`src/hdl/mpe_pkg.sv`:
```
package mpe_pkg;

   localparam int MUL_OP_W = 4;

   localparam logic [MUL_OP_W-1:0] MUL_NONE     = 4'd0;
   localparam logic [MUL_OP_W-1:0] MUL_RX_RX    = 4'd1;
   localparam logic [MUL_OP_W-1:0] MUL_RY_RY    = 4'd2;
   localparam logic [MUL_OP_W-1:0] MUL_RX2_RY   = 4'd3;
   localparam logic [MUL_OP_W-1:0] MUL_X_X1     = 4'd4;
   localparam logic [MUL_OP_W-1:0] MUL_RY2_P    = 4'd5;
   localparam logic [MUL_OP_W-1:0] MUL_YM1_SQ   = 4'd6;
   localparam logic [MUL_OP_W-1:0] MUL_RX2_P    = 4'd7;
   localparam logic [MUL_OP_W-1:0] MUL_RX2_RY2  = 4'd8;

   localparam int CSR_INDEX_W = 2;

   localparam logic [CSR_INDEX_W-1:0] CSR_CENTER_X = 2'd0;
   localparam logic [CSR_INDEX_W-1:0] CSR_CENTER_Y = 2'd1;
   localparam logic [CSR_INDEX_W-1:0] CSR_RADIUS_X = 2'd2;
   localparam logic [CSR_INDEX_W-1:0] CSR_RADIUS_Y = 2'd3;

   localparam logic [1:0] PH_DONE = 2'd0;
   localparam logic [1:0] PH_R1   = 2'd1;
   localparam logic [1:0] PH_R2   = 2'd2;

endpackage

```
`src/hdl/mpe_mul.sv`:
```
module mpe_mul import mpe_pkg::*; #(
   parameter int COORD_WIDTH = 12
) (
   input  logic                       clock,
   input  logic [MUL_OP_W-1:0]        op,
   input  logic [COORD_WIDTH-2:0]     radius_x,
   input  logic [COORD_WIDTH-2:0]     radius_y,
   input  logic [2*COORD_WIDTH-3:0]   rx2,
   input  logic [2*COORD_WIDTH-3:0]   ry2,
   input  logic [COORD_WIDTH-1:0]     off_x,
   input  logic [COORD_WIDTH:0]       y_mag,
   output logic [4*COORD_WIDTH-1:0]   prod_ff
);

   localparam int AW = 2*COORD_WIDTH - 2;
   localparam int BW = 2*COORD_WIDTH + 2;
   localparam int PW = AW + BW;

   logic [AW-1:0] opa;
   logic [BW-1:0] opb;
   logic [PW-1:0] prod_in;

   // x*(x+1) and ym1^2 both fit in BW bits, so the product feeds back directly
   always_comb begin
      opa = '0;
      opb = '0;
      unique case (op)
         MUL_NONE: begin
            opa = '0;
            opb = '0;
         end
         MUL_RX_RX: begin
            opa = AW'(radius_x);
            opb = BW'(radius_x);
         end
         MUL_RY_RY: begin
            opa = AW'(radius_y);
            opb = BW'(radius_y);
         end
         MUL_RX2_RY: begin
            opa = rx2;
            opb = BW'(radius_y);
         end
         MUL_X_X1: begin
            opa = AW'(off_x);
            opb = BW'(off_x) + BW'(1);
         end
         MUL_RY2_P: begin
            opa = ry2;
            opb = prod_ff[BW-1:0];
         end
         MUL_YM1_SQ: begin
            opa = AW'(y_mag);
            opb = BW'(y_mag);
         end
         MUL_RX2_P: begin
            opa = rx2;
            opb = prod_ff[BW-1:0];
         end
         MUL_RX2_RY2: begin
            opa = rx2;
            opb = BW'(ry2);
         end
         default: begin
            opa = '0;
            opb = '0;
         end
      endcase
   end

   assign prod_in = PW'(opa) * PW'(opb);

   always_ff @(posedge clock) begin
      prod_ff <= prod_in;
   end

endmodule

```
`src/hdl/midpoint_ellipse_point_generator_core.sv`:
```
// Midpoint ellipse rasterizer. Center and semi-axes come from four csr
// registers (center_x, center_y, radius_x, radius_y) and are read live by
// every transaction. A req transaction with restart set starts a new walk at
// offset (0, radius_y); every req transaction returns one rsp transaction
// with the four symmetric points, valid_res in tuser and tlast on the final
// set. After the walk ends, rsp carries all zeros. All products go through a
// single registered multiplier shared under a sequencer, so req_tready is low
// while an item is at work: a step runs the step states and pushes once the
// rsp register is free, a restart first loads the region 1 start values, and
// req_tready returns as the rsp register loads; an item on which the walk
// crosses into region 2 also computes the region 2 start value (rx^2*ry^2 and
// friends). The rsp output register holds a result until taken; the next req
// is accepted meanwhile but its result waits for that register.
module midpoint_ellipse_point_generator_core import mpe_pkg::*; #(
   parameter int COORD_WIDTH = 12
) (
   input  logic                                      clock,
   input  logic                                      reset,
   input  logic                                      csr_valid,
   output logic                                      csr_ready,
   input  logic [CSR_INDEX_W-1:0]                    csr_index,
   input  logic [COORD_WIDTH-1:0]                    csr_data,
   input  logic                                      req_tvalid,
   output logic                                      req_tready,
   input  logic [7:0]                                req_tdata,   // [0] restart
   output logic                                      rsp_tvalid,
   input  logic                                      rsp_tready,
   // p0_x, p0_y, p1_x, p1_y, p2_x, p2_y, p3_x, p3_y
   output logic [((8*(COORD_WIDTH+2)+7)/8)*8-1:0]    rsp_tdata,
   output logic [0:0]                                rsp_tuser,   // [0] valid_res
   output logic                                      rsp_tlast
);

   localparam int CW    = COORD_WIDTH;
   localparam int RW    = CW - 1;
   localparam int R2W   = 2*CW - 2;
   localparam int YW    = CW + 1;
   localparam int OW    = CW + 2;
   localparam int SW    = 3*CW + 4;
   localparam int DW    = ((4*CW + 2) > 64) ? 64 : (4*CW + 2);
   localparam int PW    = 4*CW;
   localparam int EXT   = DW - SW;
   localparam int RSP_W = ((8*OW + 7)/8)*8;

   localparam logic [3:0] S_IDLE    = 4'd0;
   localparam logic [3:0] S_SQ_RY   = 4'd1;
   localparam logic [3:0] S_SQ_DONE = 4'd2;
   localparam logic [3:0] S_INIT    = 4'd3;
   localparam logic [3:0] S_SETTLE  = 4'd4;
   localparam logic [3:0] S_T1      = 4'd5;
   localparam logic [3:0] S_T2      = 4'd6;
   localparam logic [3:0] S_T3      = 4'd7;
   localparam logic [3:0] S_T4      = 4'd8;
   localparam logic [3:0] S_T5      = 4'd9;
   localparam logic [3:0] S_EMIT    = 4'd10;
   localparam logic [3:0] S_STEP1   = 4'd11;
   localparam logic [3:0] S_STEP2   = 4'd12;
   localparam logic [3:0] S_PUSH    = 4'd13;

   logic [3:0]        state_ff, state_in;
   logic [1:0]        phase_ff, phase_in;
   logic              restart_ff, restart_in;
   logic              post_ff, post_in;
   logic              tx_ff, tx_in;
   logic              ty_ff, ty_in;
   logic [CW-1:0]     x_ff, x_in;
   logic [YW-1:0]     y_ff, y_in;
   logic [SW-1:0]     sx_ff, sx_in;
   logic [SW-1:0]     sy_ff, sy_in;
   logic [DW-1:0]     dec_ff, dec_in;
   logic [DW-1:0]     acc_ff, acc_in;
   logic [R2W-1:0]    rx2_ff, rx2_in;
   logic [R2W-1:0]    ry2_ff, ry2_in;
   logic [CW-1:0]     pt_x_ff, pt_x_in;
   logic [YW-1:0]     pt_y_ff, pt_y_in;
   logic              pt_vld_ff, pt_vld_in;
   logic              rsp_valid_ff, rsp_valid_in;
   logic [RSP_W-1:0]  rsp_data_ff, rsp_data_in;
   logic              rsp_user_ff, rsp_user_in;
   logic              rsp_last_ff, rsp_last_in;
   logic [CW-1:0]     cx_ff, cx_in;
   logic [CW-1:0]     cy_ff, cy_in;
   logic [RW-1:0]     rx_ff, rx_in;
   logic [RW-1:0]     ry_ff, ry_in;

   logic [MUL_OP_W-1:0] mul_op;
   logic [PW-1:0]       prod;

   logic [CW+1:0]     ym1;
   logic [CW+1:0]     ym1_neg;
   logic [CW:0]       y_mag;
   logic              dec_neg;
   logic              dec_zero;
   logic              r1_exit;
   logic [DW-1:0]     sx_ext;
   logic [DW-1:0]     sy_ext;
   logic              req_fire;
   logic              rsp_free;
   logic [OW-1:0]     px_p, px_m, py_p, py_m, pt_y_ext;

   mpe_mul #(
      .COORD_WIDTH(CW)
   ) u_mul (
      .clock   (clock),
      .op      (mul_op),
      .radius_x(rx_ff),
      .radius_y(ry_ff),
      .rx2     (rx2_ff),
      .ry2     (ry2_ff),
      .off_x   (x_ff),
      .y_mag   (y_mag),
      .prod_ff (prod)
   );

   assign csr_ready  = 1'b1;
   assign req_tready = (state_ff == S_IDLE);
   assign req_fire   = req_tvalid && req_tready;
   assign rsp_free   = !rsp_valid_ff || rsp_tready;

   assign rsp_tvalid   = rsp_valid_ff;
   assign rsp_tdata    = rsp_data_ff;
   assign rsp_tuser[0] = rsp_user_ff;
   assign rsp_tlast    = rsp_last_ff;

   assign ym1      = {y_ff[YW-1], y_ff} - (CW+2)'(1);
   assign ym1_neg  = -ym1;
   assign y_mag    = ym1[CW+1] ? ym1_neg[CW:0] : ym1[CW:0];
   assign dec_neg  = dec_ff[DW-1];
   assign dec_zero = (dec_ff == '0);
   assign r1_exit  = !($signed(sx_ff) < $signed(sy_ff));
   assign sx_ext   = {{EXT{sx_ff[SW-1]}}, sx_ff};
   assign sy_ext   = {{EXT{sy_ff[SW-1]}}, sy_ff};

   assign pt_y_ext = {pt_y_ff[YW-1], pt_y_ff};
   assign px_p     = OW'(cx_ff) + OW'(pt_x_ff);
   assign px_m     = OW'(cx_ff) - OW'(pt_x_ff);
   assign py_p     = OW'(cy_ff) + pt_y_ext;
   assign py_m     = OW'(cy_ff) - pt_y_ext;

   always_comb begin
      cx_in = cx_ff;
      cy_in = cy_ff;
      rx_in = rx_ff;
      ry_in = ry_ff;
      if (csr_valid) begin
         unique case (csr_index)
            CSR_CENTER_X: cx_in = csr_data;
            CSR_CENTER_Y: cy_in = csr_data;
            CSR_RADIUS_X: rx_in = csr_data[RW-1:0];
            CSR_RADIUS_Y: ry_in = csr_data[RW-1:0];
            default:      cx_in = cx_ff;
         endcase
      end
   end

   always_comb begin
      state_in     = state_ff;
      phase_in     = phase_ff;
      restart_in   = restart_ff;
      post_in      = post_ff;
      tx_in        = tx_ff;
      ty_in        = ty_ff;
      x_in         = x_ff;
      y_in         = y_ff;
      sx_in        = sx_ff;
      sy_in        = sy_ff;
      dec_in       = dec_ff;
      acc_in       = acc_ff;
      rx2_in       = rx2_ff;
      ry2_in       = ry2_ff;
      pt_x_in      = pt_x_ff;
      pt_y_in      = pt_y_ff;
      pt_vld_in    = pt_vld_ff;
      rsp_valid_in = rsp_valid_ff && !rsp_tready;
      rsp_data_in  = rsp_data_ff;
      rsp_user_in  = rsp_user_ff;
      rsp_last_in  = rsp_last_ff;
      mul_op       = MUL_NONE;

      unique case (state_ff)
         S_IDLE: begin
            if (req_fire) begin
               restart_in = req_tdata[0];
               post_in    = 1'b0;
               mul_op     = MUL_RX_RX;
               state_in   = S_SQ_RY;
            end
         end
         S_SQ_RY: begin
            rx2_in   = prod[R2W-1:0];
            mul_op   = MUL_RY_RY;
            state_in = S_SQ_DONE;
         end
         S_SQ_DONE: begin
            ry2_in = prod[R2W-1:0];
            if (restart_ff) begin
               mul_op   = MUL_RX2_RY;
               state_in = S_INIT;
            end else begin
               state_in = S_EMIT;
            end
         end
         S_INIT: begin
            x_in     = '0;
            y_in     = YW'(ry_ff);
            sx_in    = '0;
            sy_in    = {prod[SW-2:0], 1'b0};
            dec_in   = DW'(ry2_ff) - DW'(prod) + DW'(rx2_ff >> 2);
            phase_in = PH_R1;
            state_in = S_SETTLE;
         end
         S_SETTLE: begin
            if (phase_ff == PH_R1 && r1_exit) begin
               mul_op   = MUL_X_X1;
               state_in = S_T1;
            end else begin
               if (phase_ff == PH_R2 && y_ff[YW-1]) begin
                  phase_in = PH_DONE;
               end
               state_in = post_ff ? S_PUSH : S_EMIT;
            end
         end
         S_T1: begin
            acc_in   = DW'(ry2_ff >> 2);
            mul_op   = MUL_RY2_P;
            state_in = S_T2;
         end
         S_T2: begin
            acc_in   = acc_ff + DW'(prod);
            mul_op   = MUL_YM1_SQ;
            state_in = S_T3;
         end
         S_T3: begin
            mul_op   = MUL_RX2_P;
            state_in = S_T4;
         end
         S_T4: begin
            acc_in   = acc_ff + DW'(prod);
            mul_op   = MUL_RX2_RY2;
            state_in = S_T5;
         end
         S_T5: begin
            dec_in   = acc_ff - DW'(prod);
            phase_in = PH_R2;
            state_in = S_SETTLE;
         end
         S_EMIT: begin
            if (phase_ff == PH_DONE) begin
               pt_vld_in = 1'b0;
               state_in  = S_PUSH;
            end else begin
               pt_x_in   = x_ff;
               pt_y_in   = y_ff;
               pt_vld_in = 1'b1;
               state_in  = S_STEP1;
            end
         end
         S_STEP1: begin
            tx_in = (phase_ff == PH_R1) || dec_neg || dec_zero;
            ty_in = (phase_ff == PH_R2) || !dec_neg;
            if ((phase_ff == PH_R1) || dec_neg || dec_zero) begin
               x_in  = x_ff + CW'(1);
               sx_in = sx_ff + SW'({ry2_ff, 1'b0});
            end
            if ((phase_ff == PH_R2) || !dec_neg) begin
               y_in  = y_ff - YW'(1);
               sy_in = sy_ff - SW'({rx2_ff, 1'b0});
            end
            acc_in   = dec_ff + ((phase_ff == PH_R1) ? DW'(ry2_ff) : DW'(rx2_ff));
            state_in = S_STEP2;
         end
         S_STEP2: begin
            dec_in   = acc_ff + (tx_ff ? sx_ext : '0) - (ty_ff ? sy_ext : '0);
            post_in  = 1'b1;
            state_in = S_SETTLE;
         end
         S_PUSH: begin
            if (rsp_free) begin
               rsp_valid_in = 1'b1;
               if (pt_vld_ff) begin
                  rsp_data_in = RSP_W'({py_m, px_m, py_m, px_p, py_p, px_m, py_p, px_p});
                  rsp_user_in = 1'b1;
                  rsp_last_in = (phase_ff == PH_DONE);
               end else begin
                  rsp_data_in = '0;
                  rsp_user_in = 1'b0;
                  rsp_last_in = 1'b0;
               end
               state_in = S_IDLE;
            end
         end
         default: begin
            state_in = S_IDLE;
         end
      endcase
   end

   always_ff @(posedge clock) begin
      if (reset) begin
         state_ff     <= S_IDLE;
         phase_ff     <= PH_DONE;
         x_ff         <= '0;
         y_ff         <= '1;
         sx_ff        <= '0;
         sy_ff        <= '0;
         dec_ff       <= '0;
         rsp_valid_ff <= 1'b0;
         cx_ff        <= '0;
         cy_ff        <= '0;
         rx_ff        <= '0;
         ry_ff        <= '0;
      end else begin
         state_ff     <= state_in;
         phase_ff     <= phase_in;
         x_ff         <= x_in;
         y_ff         <= y_in;
         sx_ff        <= sx_in;
         sy_ff        <= sy_in;
         dec_ff       <= dec_in;
         rsp_valid_ff <= rsp_valid_in;
         cx_ff        <= cx_in;
         cy_ff        <= cy_in;
         rx_ff        <= rx_in;
         ry_ff        <= ry_in;
      end
   end

   always_ff @(posedge clock) begin
      restart_ff  <= restart_in;
      post_ff     <= post_in;
      tx_ff       <= tx_in;
      ty_ff       <= ty_in;
      acc_ff      <= acc_in;
      rx2_ff      <= rx2_in;
      ry2_ff      <= ry2_in;
      pt_x_ff     <= pt_x_in;
      pt_y_ff     <= pt_y_in;
      pt_vld_ff   <= pt_vld_in;
      rsp_data_ff <= rsp_data_in;
      rsp_user_ff <= rsp_user_in;
      rsp_last_ff <= rsp_last_in;
   end

`ifndef SYNTH
   a_busy_after_req: assert property (@(posedge clock) disable iff (reset)
      req_fire |=> !req_tready)
      else $error("req accepted while an item is at work");

   a_last_is_valid: assert property (@(posedge clock) disable iff (reset)
      rsp_valid_ff && rsp_last_ff |-> rsp_user_ff)
      else $error("last point set flagged without valid_res");

   a_step_has_walk: assert property (@(posedge clock) disable iff (reset)
      state_ff == S_STEP2 |-> phase_ff != PH_DONE)
      else $error("step taken after the walk ended");

   a_init_region1: assert property (@(posedge clock) disable iff (reset)
      state_ff == S_INIT |=> phase_ff == PH_R1 && x_ff == '0)
      else $error("restart did not enter region 1 at x offset zero");
`endif

endmodule
```
`config.mk`:
```
export PLATFORM = sky130hd
export DESIGN_NAME = midpoint_ellipse_point_generator_core
export DESIGN_NICKNAME = d
export VERILOG_FILES = /design/src/hdl/mpe_pkg.sv /design/src/hdl/mpe_mul.sv /design/src/hdl/midpoint_ellipse_point_generator_core.sv
export SDC_FILE = /design/constraint.sdc
export NUM_CORES = 2
export LEC_CHECK = 0
export ABC_CLOCK_PERIOD_IN_PS = 14100
export BUFFER_PORTS_ARGS = -buffer_cell sky130_fd_sc_hd__buf_2
export CAP_MARGIN = 15
export CORE_ASPECT_RATIO = 1.4
export CORE_UTILIZATION = 40
export DETAILED_ROUTE_END_ITERATION = 6
export GPL_TIMING_DRIVEN = 0
export PLACE_DENSITY = 0.6
export SYNTH_ARGS = -nofsm -noshare
export SYNTH_HDL_FRONTEND = slang
export SYNTH_SLANG_ARGS = --single-unit
```
`constraint.sdc`:
```
create_clock -name clock -period 14.1 [get_ports clock]
set_clock_uncertainty 0.2 [all_clocks]
set_input_delay 0.705 -clock clock [delete_from_list [all_inputs] [get_ports clock]]
set_output_delay 0.705 -clock clock [all_outputs]
set_load 0.03 [all_outputs]
```
==> reports/results.tsv <==
metric	value	unit
synth_edf_count	178	
status	complete, no violations	
area_growth	8.87	%
period_needed	12.66	ns
cts_buffers	46	
max_freq	79.0	MHz
synth_compound_area_frac	0.178	
drv_slew	0	
netlist_instances	6830	
first_pass_iters	6	
hp-start	req_tdata[0]	
ys_seq_area_frac	0.185	
fin_crit_sh	0.898	
cp_common_cell	fa_1	
drv_cap	0	
holdWs	0.0436	ns
num_rows	162	
synth_top_family_by_area	adder cells	
worstPathRequired	14.45	ns
synth_seq_cells	432	
setup_viol	0	
antenna_found_initial	4	
drc	0	
postSynthAreaPerCell	8.25	um2
fillers	14200	
via_count	52200	
yosys.cell_types.count	114	
cts_htree_levels	2	
crit_fanout	10	
grt-ovfl-total	0	
reg2reg_to	u_mul.prod_ff[47]$_DFF_P_	
io_pins	144	
via_per_inst	5.87	
layoutNonFillerInstCount	8882	
root_buffer	clkbuf_16	
dp_hpwl	199000	um
reg2reg_slack	1.44	ns
clockBufferDepth	3	
hold_depth	1	
synthFlopType	dfxtp_1	
grt_pass1_vias	52100	
drive_above_1_share	0.0618	
yosys_warnings	0	
cpPeakStageDelay	0.81	ns
whs_endpoint	restart_ff$_DFFE_PP_	
crit_slowest_cell	clkbuf_1	
grt_max_degree	37	
clkTransAtPathRegs	0.07	ns
powerDensity	157	nW/um2
fp.dieArea	142000	um2
hold_viol	0	
async_flop_share	0	
crit_type	flop to flop	
reg2reg_depth	34	
r2r_start	y_ff[2]$_SDFFE_PP1P_	
relSlewSlack	0.0321	
io_buffer_count	133	
vdd_drop_max	101	uV
syn_area	56300	um2
ant_nets	0	
start_kind	flop	
synth-simple-area-share	0.170	
leakagePower	27.1	nW
hold_class	primary input to flop	
cp-end-kind	flop	
post_cts_buffers	0	
worst_pin_slew	1.45	ns
initial_core_util	0.404	
drt_iter0_drc	4579	
design.core.area	139000	um2
synth-xor-area-share	0.0643	
power.total	9.60	mW
rsz0062_at_grt	false	
crit_buf_inv	5	
tns	0	ns
synthAdderAreaFrac	0.303	
place.gp.congestion	1.07	
chipHeight	446	um
cts_tree	yes	
post_drt_wl_per_cell	27.3	um
clk_latency	0.65	ns
critPathArrivalTime	13.01	ns
drt_wl_total	242000	um
cts_resized	0	
muxShareOfSynthArea	0.00551	
clock_sinks	432	
dieWidth	319	um
utilization	0.440	
ctsHoldBuffers	0	
path_delay_family	adder cells	
track_usage	0.334	
fin_nets	8107	
place_inst	8788	
grt_pass1_wl	347000	um
## Yosys cell counts, drive strengths merged, types with 31 or more instances
library cell | number | share of area
a211oi | 77 | 0.012
xnor2 | 275 | 0.043
a21oi | 420 | 0.038
fa | 537 | 0.19
nor3 | 130 | 0.012
and2 | 112 | 0.013
inv | 948 | 0.063
nand2 | 781 | 0.052
nor2b | 53 | 0.0060
o21bai | 65 | 0.0087
o211ai | 32 | 0.0044
a221oi | 36 | 0.0061
o22ai | 45 | 0.0050
ha | 506 | 0.11
o21a | 37 | 0.0049
buf | 112 | 0.013
nor4 | 51 | 0.0062
a31oi | 50 | 0.0056
nand2b | 53 | 0.0059
xor2 | 137 | 0.021
mux2i | 31 | 0.0055
clkbuf | 252 | 0.017
a22oi | 59 | 0.0080
nor2 | 591 | 0.039
and3 | 45 | 0.0050
nand4 | 65 | 0.0078
dfxtp | 254 | 0.090
a21o | 142 | 0.019
o21ai | 289 | 0.026
nand3 | 111 | 0.010
edfxtp | 178 | 0.095
## per-stage QoR
step           setup slack [ns]  area (um2)
2_1_floorplan              4.82       56300
6_report                   1.44       61300
3_3_place_gp               1.53       59300
3_5_place_dp               1.83       59500
4_1_cts                    1.73       61300
5_1_grt                    1.04       61300
## cell families after synthesis
group	after synthesis
muxes	31
xor gates and xnor gates	412
AOI/OAI and AO/OA	1501
buffers and inverters	1317
and+or+nand+nor	2092
adders and majority gates	1043
other	2
DFF	432
## final cells by class
type                    count  area (um2)  area share
diodes                      3        7.51    0.000122
plain buffers             364        1680      0.0274
clock buffers              59        1350      0.0220
clock inverters            27         383     0.00624
inverters                 953        3580      0.0583
multi-input cells        5084       40700       0.664
flip-flops and latches    432       10400       0.170
well taps                1804        2260      0.0368
repair buffers            156         945      0.0154
## report_power, final
group,internal (mW),switching [mW]
Clock,0.816,0.624
Combinational,2.03,4.16
Sequential,1.52,0.453
## flip-flops by register name, indices dropped and copies added (netlist names), 12 cells and up
signal         flops
sx_ff             39
pt_y_ff           13
u_mul.prod_ff     48
acc_ff            50
ry2_ff            22
sy_ff             39
pt_x_ff           12
rsp_tdata         52
x_ff              12
cx_ff             12
cy_ff             12
dec_ff            50
y_ff              13
rx2_ff            22
## cell usage in the layout, fill, tap and decap left out, types with 162 or more instances in the layout
cell type  instances
clkbuf_1         253
a21oi_1          414
nor2_1           589
o21ai_0          272
ha_1             506
inv_1            948
nand2_1          779
edfxtp_1         178
xnor2_1          273
buf_2            162
fa_1             537
dfxtp_1          254
## worst max path at each step
stage                             startpoint  depth (start not counted)  slack, ns                         to
floorplan               y_ff[2]$_SDFFE_PP1P_                         38       4.82  u_mul.prod_ff[47]$_DFF_P_
global placement    state_ff[0]$_SDFFE_PP0P_                         32       1.53  u_mul.prod_ff[47]$_DFF_P_
detailed placement      y_ff[2]$_SDFFE_PP1P_                         34       1.83  u_mul.prod_ff[47]$_DFF_P_
CTS                     y_ff[2]$_SDFFE_PP1P_                         34       1.73  u_mul.prod_ff[47]$_DFF_P_
global route            y_ff[2]$_SDFFE_PP1P_                         34       1.04  u_mul.prod_ff[47]$_DFF_P_
finish                  y_ff[2]$_SDFFE_PP1P_                         34       1.44  u_mul.prod_ff[47]$_DFF_P_
## per-layer routing
layer  global-route usage  part of all wire  up-vias
li1                     -                 -    23300
met1                0.368              0.36    25800
met2                0.570              0.48     2300
met3               0.0514             0.066      814
met4                0.269             0.096        2
met5                    0          0.000054        -
(Power assumes the default switching activity.)
